===== src/rtl/rrwl_pkg.sv =====
`timescale 1ns / 1ps

package rrwl_pkg;

    // thread ids on the request port
    localparam int TID_W     = 3;
    localparam int TID_COUNT = 1 << TID_W;
    // depth fields on the result port
    localparam int DEPTH_W   = 16;

    typedef enum logic [1:0] {
        MODE_EXCL_LOCK   = 2'd0,
        MODE_EXCL_UNLOCK = 2'd1,
        MODE_SHR_LOCK    = 2'd2,
        MODE_SHR_UNLOCK  = 2'd3
    } t_mode;

    typedef enum logic [1:0] {
        ST_OK    = 2'd0,
        ST_BUSY  = 2'd1,
        ST_UNDER = 2'd2,
        ST_OVER  = 2'd3
    } t_status;

    typedef struct packed {
        t_mode              mode;
        logic [TID_W-1:0]   thread_id;
    } t_req;

    typedef struct packed {
        t_status            status;
        logic [DEPTH_W-1:0] exclusive_depth;
        logic [DEPTH_W-1:0] thread_shared_depth;
    } t_rsp;

    // state update controls from the decision logic to the lock state
    typedef struct packed {
        logic excl_we;
        logic owner_we;
        logic shr_we;
        logic total_inc;
        logic total_dec;
    } t_upd;

endpackage


===== src/rtl/recursive_reader_writer_lock.sv =====
`timescale 1ns / 1ps

// channel   | ports                     | beat taken when
// ----------+---------------------------+--------------------------------
// request   | i_start, o_busy, i_req    | i_start high and o_busy low
// result    | o_done, o_rsp             | o_done high (one cycle, no stall)
//
// one request beat per cycle, result beat after the request and result registers
// the rate is set by the read-modify-write of the lock state, read and written back in the same cycle
// o_busy stays low: the unit never refuses a request beat
// synchronous active-low reset clears all counts, owner and valids
// the receiver cannot stall; each result shows for exactly one cycle
module recursive_reader_writer_lock #(
    parameter int THREADS    = 8,
    parameter int COUNT_BITS = 16
) (
    input  logic           i_clk,
    input  logic           i_rst_n,
    input  logic           i_start,
    input  rrwl_pkg::t_req i_req,
    output logic           o_busy,
    output logic           o_done,
    output rrwl_pkg::t_rsp o_rsp
);

    // only thread ids that fit the request field can hold shared counts
    localparam int SLOTS   = (THREADS < rrwl_pkg::TID_COUNT) ? THREADS
                                                              : rrwl_pkg::TID_COUNT;
    // running total of all shared holds, wide enough for every count at max
    localparam int TOTAL_W = COUNT_BITS + $clog2(SLOTS);

    // request register
    logic           r_req_valid;
    rrwl_pkg::t_req r_req;

    // result register
    logic           r_done;
    rrwl_pkg::t_rsp r_rsp;

    // lock state as seen by the current request
    logic [COUNT_BITS-1:0]      st_mine;
    logic [TOTAL_W-1:0]         st_total;
    logic [rrwl_pkg::TID_W-1:0] st_owner;
    logic [COUNT_BITS-1:0]      st_excl;

    // decision outputs
    rrwl_pkg::t_status          dec_status;
    rrwl_pkg::t_upd             dec_upd;
    logic [COUNT_BITS-1:0]      n_excl;
    logic [COUNT_BITS-1:0]      n_mine;

    // zero-extended counts so the depth fields take the low bits at any width
    logic [COUNT_BITS+rrwl_pkg::DEPTH_W-1:0] excl_ext;
    logic [COUNT_BITS+rrwl_pkg::DEPTH_W-1:0] mine_ext;

    rrwl_pkg::t_rsp n_rsp;

    assign o_busy = 1'b0;

    // capture the request beat
    always_ff @(posedge i_clk) begin
        if (!i_rst_n) begin
            r_req_valid <= 1'b0;
        end else begin
            r_req_valid <= i_start && !o_busy;
        end
    end

    always_ff @(posedge i_clk) begin
        if (i_start && !o_busy) begin
            r_req <= i_req;
        end
    end

    // lock state: shared counts, total, owner, exclusive nesting
    rrwl_state #(
        .SLOTS      (SLOTS),
        .COUNT_BITS (COUNT_BITS),
        .TOTAL_W    (TOTAL_W)
    ) u_state (
        .i_clk   (i_clk),
        .i_rst_n (i_rst_n),
        .i_en    (r_req_valid),
        .i_tid   (r_req.thread_id),
        .i_upd   (dec_upd),
        .i_excl  (n_excl),
        .i_mine  (n_mine),
        .o_mine  (st_mine),
        .o_total (st_total),
        .o_owner (st_owner),
        .o_excl  (st_excl)
    );

    // grant / deny decision and next counts
    rrwl_decide #(
        .THREADS    (THREADS),
        .COUNT_BITS (COUNT_BITS),
        .TOTAL_W    (TOTAL_W)
    ) u_decide (
        .i_req    (r_req),
        .i_mine   (st_mine),
        .i_total  (st_total),
        .i_owner  (st_owner),
        .i_excl   (st_excl),
        .o_status (dec_status),
        .o_upd    (dec_upd),
        .o_excl   (n_excl),
        .o_mine   (n_mine)
    );

    assign excl_ext = {{rrwl_pkg::DEPTH_W{1'b0}}, n_excl};
    assign mine_ext = {{rrwl_pkg::DEPTH_W{1'b0}}, n_mine};

    // result beat carries the counts after this request
    always_comb begin
        n_rsp.status              = dec_status;
        n_rsp.exclusive_depth     = excl_ext[rrwl_pkg::DEPTH_W-1:0];
        n_rsp.thread_shared_depth = mine_ext[rrwl_pkg::DEPTH_W-1:0];
    end

    always_ff @(posedge i_clk) begin
        if (!i_rst_n) begin
            r_done <= 1'b0;
        end else begin
            r_done <= r_req_valid;
        end
    end

    always_ff @(posedge i_clk) begin
        if (r_req_valid) begin
            r_rsp <= n_rsp;
        end
    end

    assign o_done = r_done;
    assign o_rsp  = r_rsp;

endmodule


===== src/rtl/rrwl_decide.sv =====
`timescale 1ns / 1ps

module rrwl_decide #(
    parameter int THREADS    = 8,
    parameter int COUNT_BITS = 16,
    parameter int TOTAL_W    = 19
) (
    input  rrwl_pkg::t_req                i_req,
    input  logic [COUNT_BITS-1:0]         i_mine,
    input  logic [TOTAL_W-1:0]            i_total,
    input  logic [rrwl_pkg::TID_W-1:0]    i_owner,
    input  logic [COUNT_BITS-1:0]         i_excl,
    output rrwl_pkg::t_status             o_status,
    output rrwl_pkg::t_upd                o_upd,
    output logic [COUNT_BITS-1:0]         o_excl,
    output logic [COUNT_BITS-1:0]         o_mine
);

    logic                  tid_ok;
    logic                  free_or_mine;
    logic [COUNT_BITS-1:0] mine_v;

    assign tid_ok       = (int'(i_req.thread_id) < THREADS);
    assign mine_v       = tid_ok ? i_mine : '0;
    assign free_or_mine = (i_excl == '0) || (i_owner == i_req.thread_id);

    always_comb begin
        o_status = rrwl_pkg::ST_OK;
        o_upd    = '0;
        o_excl   = i_excl;
        o_mine   = mine_v;
        if (!tid_ok) begin
            o_status = rrwl_pkg::ST_BUSY;
        end else begin
            unique case (i_req.mode)
                rrwl_pkg::MODE_EXCL_LOCK: begin
                    // other threads' shared holds block the writer
                    if ((i_total != TOTAL_W'(mine_v)) || !free_or_mine) begin
                        o_status = rrwl_pkg::ST_BUSY;
                    end else if (&i_excl) begin
                        o_status = rrwl_pkg::ST_OVER;
                    end else begin
                        o_upd.excl_we  = 1'b1;
                        o_upd.owner_we = 1'b1;
                        o_excl         = i_excl + COUNT_BITS'(1);
                    end
                end
                rrwl_pkg::MODE_EXCL_UNLOCK: begin
                    // owner not checked on release
                    if (i_excl == '0) begin
                        o_status = rrwl_pkg::ST_UNDER;
                    end else begin
                        o_upd.excl_we = 1'b1;
                        o_excl        = i_excl - COUNT_BITS'(1);
                    end
                end
                rrwl_pkg::MODE_SHR_LOCK: begin
                    if (!free_or_mine) begin
                        o_status = rrwl_pkg::ST_BUSY;
                    end else if (&mine_v) begin
                        o_status = rrwl_pkg::ST_OVER;
                    end else begin
                        o_upd.shr_we    = 1'b1;
                        o_upd.total_inc = 1'b1;
                        o_mine          = mine_v + COUNT_BITS'(1);
                    end
                end
                rrwl_pkg::MODE_SHR_UNLOCK: begin
                    if (mine_v == '0) begin
                        o_status = rrwl_pkg::ST_UNDER;
                    end else begin
                        o_upd.shr_we    = 1'b1;
                        o_upd.total_dec = 1'b1;
                        o_mine          = mine_v - COUNT_BITS'(1);
                    end
                end
                default: begin
                    o_status = rrwl_pkg::ST_BUSY;
                end
            endcase
        end
    end

endmodule


===== src/rtl/rrwl_state.sv =====
`timescale 1ns / 1ps

module rrwl_state #(
    parameter int SLOTS      = 8,
    parameter int COUNT_BITS = 16,
    parameter int TOTAL_W    = 19
) (
    input  logic                          i_clk,
    input  logic                          i_rst_n,
    input  logic                          i_en,
    input  logic [rrwl_pkg::TID_W-1:0]    i_tid,
    input  rrwl_pkg::t_upd                i_upd,
    input  logic [COUNT_BITS-1:0]         i_excl,
    input  logic [COUNT_BITS-1:0]         i_mine,
    output logic [COUNT_BITS-1:0]         o_mine,
    output logic [TOTAL_W-1:0]            o_total,
    output logic [rrwl_pkg::TID_W-1:0]    o_owner,
    output logic [COUNT_BITS-1:0]         o_excl
);

    localparam int IDX_W = (SLOTS > 1) ? $clog2(SLOTS) : 1;

    logic [COUNT_BITS-1:0]      r_shared [SLOTS];
    logic [TOTAL_W-1:0]         r_total;
    logic [rrwl_pkg::TID_W-1:0] r_owner;
    logic [COUNT_BITS-1:0]      r_excl;
    logic [IDX_W-1:0]           idx;
    logic                       idx_ok;

    assign idx    = i_tid[IDX_W-1:0];
    assign idx_ok = (int'(i_tid) < SLOTS);
    assign o_mine = idx_ok ? r_shared[idx] : '0;
    assign o_total = r_total;
    assign o_owner = r_owner;
    assign o_excl  = r_excl;

    always_ff @(posedge i_clk) begin
        if (!i_rst_n) begin
            for (int k = 0; k < SLOTS; k++) begin
                r_shared[k] <= '0;
            end
            r_total <= '0;
            r_owner <= '0;
            r_excl  <= '0;
        end else if (i_en) begin
            if (i_upd.shr_we && idx_ok) begin
                r_shared[idx] <= i_mine;
            end
            if (i_upd.total_inc) begin
                r_total <= r_total + TOTAL_W'(1);
            end else if (i_upd.total_dec) begin
                r_total <= r_total - TOTAL_W'(1);
            end
            if (i_upd.owner_we) begin
                r_owner <= i_tid;
            end
            if (i_upd.excl_we) begin
                r_excl <= i_excl;
            end
        end
    end

endmodule


===== config.mk =====
export PLATFORM = sky130hd
export DESIGN_NAME = recursive_reader_writer_lock
export DESIGN_NICKNAME = d
export VERILOG_FILES = /design/src/rtl/rrwl_pkg.sv /design/src/rtl/recursive_reader_writer_lock.sv /design/src/rtl/rrwl_decide.sv /design/src/rtl/rrwl_state.sv
export SDC_FILE = /design/constraint.sdc
export NUM_CORES = 1
export LEC_CHECK = 0
export ABC_AREA = 1
export BUFFER_PORTS_ARGS = -buffer_cell sky130_fd_sc_hd__buf_2
export CAP_MARGIN = 0
export CELL_PAD_IN_SITES_DETAIL_PLACEMENT = 0
export CELL_PAD_IN_SITES_GLOBAL_PLACEMENT = 1
export CORE_ASPECT_RATIO = 0.8
export CORE_UTILIZATION = 50
export DETAILED_ROUTE_END_ITERATION = 6
export PLACE_DENSITY = 0.95
export RECOVER_POWER = 25
export SLEW_MARGIN = 40
export SYNTH_ARGS = -nofsm -noshare
export SYNTH_HDL_FRONTEND = slang
export SYNTH_HIERARCHICAL = 1
export SYNTH_SLANG_ARGS = --single-unit

===== constraint.sdc =====
create_clock -name i_clk -period 9.8 [get_ports i_clk]
set_input_delay 0.98 -clock i_clk [delete_from_list [all_inputs] [get_ports i_clk]]
set_output_delay 0.98 -clock i_clk [all_outputs]
set_load 0.03 [all_outputs]

==> reports/metrics.csv <==
stage;metric;value;unit
route;remaining antenna violation count;0;
layout;Area Growth Syn to Fin;7.78;%
layout;most common library cell in the layout ignoring fill and taps;nand2_1;
setup_path;Setup crit end kind;flop;
route;Avg WL per Cell;19.0;microns
floorplanning;site row count;50;
setup_path;crit path DAT;6320;ps
setup_path;worst setup path class;flop to flop;
sta;Slew Limit Headroom;-0.691;
layout;ratio of cells with drive above 1 in the final layout;0.0590;
floorplanning;Initial Util;0.517;
clocking;CTS Buf Count;23;
setup_path;worst r2r path cells;23;
sta;fmax;169;MHz
route;via count;11100;
sta;Final min period;5910;ps
setup_path;worst-path fanout max;18;
setup_path;CP max-delay cell;nor3_1;
min_path;worst min path class;flop to flop;
clocking;Gates resized, CTS repair;0;
place;number of port buffers;42;
route;DRC Markers;0;
synth;post-synthesis instance area;12300;sq um
floorplanning;Chip Width;177;microns
setup_path;CP peak stage delay;660;ps
layout;most frequent cells in the layout;nand2_1, nor2_1, edfxtp_1;
pwr;P_leak;5.68;nW
floorplanning;core area;23800;sq um
clocking;TritonCTS clock tree;built;
setup_path;CP Cell Sequence;inv_1 -> nand3_1 -> inv_1 -> o2bb2ai_1 -> a221oi_1 -> nand2_1 -> ha_1 -> nand2_2 -> nor3_1 -> nand2_1 -> nor2_1 -> nor2_2 -> nand2_2 -> inv_1 -> inv_1 -> ha_1 -> a21oi_1 -> nand2_1 -> nand2_1 -> nand3_1 -> xor2_1 -> o21ai_0 -> inv_1;
clocking;Reg clk slew, reported paths;60;ps
floorplanning;Total Die Area;25200;sq um
route;1st-pass router iterations;6;
sta;unrepaired setup endpoints after global routing;no;
clocking;CTS Buffer Depth;3;
synth;post-synthesis sequential area ratio;0.473;
route;Detailed Route WL;36.1;mm
status;violated checks;max-capacitance violations, max-slew violations;
sta;Fin. Hold Viols;0;
setup_path;startpoint types;flop;
setup_path;WP data required;10210;ps
pwr;PwrDens;183;nW/um^2
route;DR vias/cell;5.83;
global_routing;global-route usage over all layers;0.285;
job;max_cap viols;2;
pwr;Max rail drop VDD;0.131;mV
global_routing;pin count of the biggest net entering global routing;39;
status;status;finished with violations;
sta;setup tns final;0;ps
sta;Slew Viols, Final;77;
clocking;hold buffers post-CTS;0;
global_routing;global-route wire length before repair;55.6;mm
layout;net count of the finished layout;1608;
clocking;root buffer cell;clkbuf_16;
route;initial drt markers;1423;
synth;Syn Area/Cell;7.88;sq um
floorplanning;# IOs;44;
synth;post-synthesis cell count;1560;
global_routing;antenna violations before repair;0;
clocking;H-tree depth;1;
sta;Worst Slack Setup Final;3890;ps
place;pre-CTS setup slack;4600;ps
synth;warnings from Yosys;6;
synth;#FFs+latches synth;207;
sta;Finish-stage setup viols;0;
clocking;clock tree sinks;207;
layout;fill count;2267;
layout;antenna cells;0;
global_routing;aggregate global routing overflow;0;
clocking;Setup Buffers After CTS;0;
clocking;clk_lat worst skew;520;ps
setup_path;Worst R2R Setup Slack;3890;ps
synth;count of different cell masters after synthesis;45;
min_path;WHS Path Cells;2;
setup_path;Top cell by count, worst path;inv_1;
place;post-DP HPWL;24.4;mm
sta;Slew @ Worst Pin;2540;ps
global_routing;vias in the first global route;9967;
synth;syn_nets;1592;
sta;Clock Skew;15.6;ps
place;routability cong.;1.02;
floorplanning;DIE HEIGHT;142;microns
sta;period utilization;0.603;
-- metal layers --
metal / vias to the layer above / track usage / share of wire
li1: 5226 / - / -
met4: 0 / 0.0598 / 0.017
met2: 686 / 0.413 / 0.41
met5: - / 0 / 0
met1: 5131 / 0.436 / 0.44
met3: 66 / 0.0553 / 0.13
-- path summary, 6_finish.rpt --
kind | start | to
setup / recovery | r_req[2]$_DFFE_PP_ | u_state/o_total[9]$_SDFFE_PN0P_
hold / removal | u_state/o_owner[1]$_SDFFE_PN0P_ | u_state/o_owner[1]$_SDFFE_PN0P_
setup reg to reg | r_req[2]$_DFFE_PP_ | u_state/o_total[9]$_SDFFE_PN0P_
hold reg to reg | u_state/o_owner[1]$_SDFFE_PN0P_ | u_state/o_owner[1]$_SDFFE_PN0P_
-- cells by family (layout without fill, tap and decap cells) --
| group | count (synthesis) | in the layout | synth area share |
|---|---|---|---|
| AOI/OAI and AO/OA | 142 | 142 | 0.0727 |
| xor gates and xnor gates | 31 | 31 | 0.0221 |
| adders and majority gates | 24 | 24 | 0.0250 |
| buffers and inverters | 219 | 252 | 0.0779 |
| DFF | 207 | 207 | 0.473 |
| other | 1 | 1 | 0.000305 |
| and+or+nand+nor | 936 | 936 | 0.329 |
-- Yosys cell counts (all sizes together) --
cell | instances | area (sq um)
nand2 | 403 | 1570
nor2 | 305 | 1200
edfxtp | 167 | 5010
inv | 161 | 607
nand3 | 144 | 741
nand4 | 50 | 313
o21ai | 50 | 250
buf | 41 | 287
dfxtp | 40 | 801
a21oi | 34 | 170
a22oi | 24 | 180
ha | 23 | 288
nor3 | 22 | 136
xor2 | 20 | 175
clkbuf | 16 | 60.1
o211ai | 15 | 118
xnor2 | 11 | 96.3
and3 | 8 | 50.1
a221oi | 6 | 65.1
a22o | 5 | 43.8
o2bb2ai | 4 | 35.0
and2 | 3 | 18.8
o22ai | 2 | 12.5
a211oi | 1 | 7.51
clkinv | 1 | 3.75
conb | 1 | 3.75
fa | 1 | 20.0
nand3b | 1 | 7.51
o2111a | 1 | 11.3
-- worst max-delay path, delay by kind of cell, from the launching register on --
family	cells	cell delay, ps
fa+ha+maj	2	790
simple gates	11	2120
xor+xnor	1	190
flops	1	470
compound gates	4	670
buf+inv	5	1550
-- flip-flops by register name, summed over array words and instances, names as in the netlist --
name / flops
r_req_valid: 1
r_req: 5
o_done: 1
o_rsp: 34
u_state/o_owner: 3
u_state/o_total: 19
u_state/o_excl: 16
u_state/r_shared: 128
-- stage by stage --
step                total power, mW  hold slack [ps]  std cells  utilization  area, sq um
detailed placement             1.58              556       1863        0.530        12600
finish                         2.42              572       1905        0.557        13200
floorplan                      1.43              456       1560            -        12300
CTS                            2.41              564       1905        0.560        13300
global route                   2.51              593       1905        0.557        13200
global placement               1.57              539       1862        0.529        12600
-- where the power goes --
group / switching, mW / internal, mW
clock: 0.354 / 0.486
sequential: 0.0256 / 0.995
combinational: 0.415 / 0.143
-- final cells by class --
class / count / area [sq um] / area share
sequential: 207 / 5820 / 0.439
clock inverter: 12 / 115 / 0.00869
multi-input combinational: 1134 / 5510 / 0.416
clock buffer: 30 / 602 / 0.0454
timing repair buffer: 48 / 206 / 0.0156
inverter: 162 / 611 / 0.0461
tap: 312 / 390 / 0.0295
(Power assumes the default switching activity.)
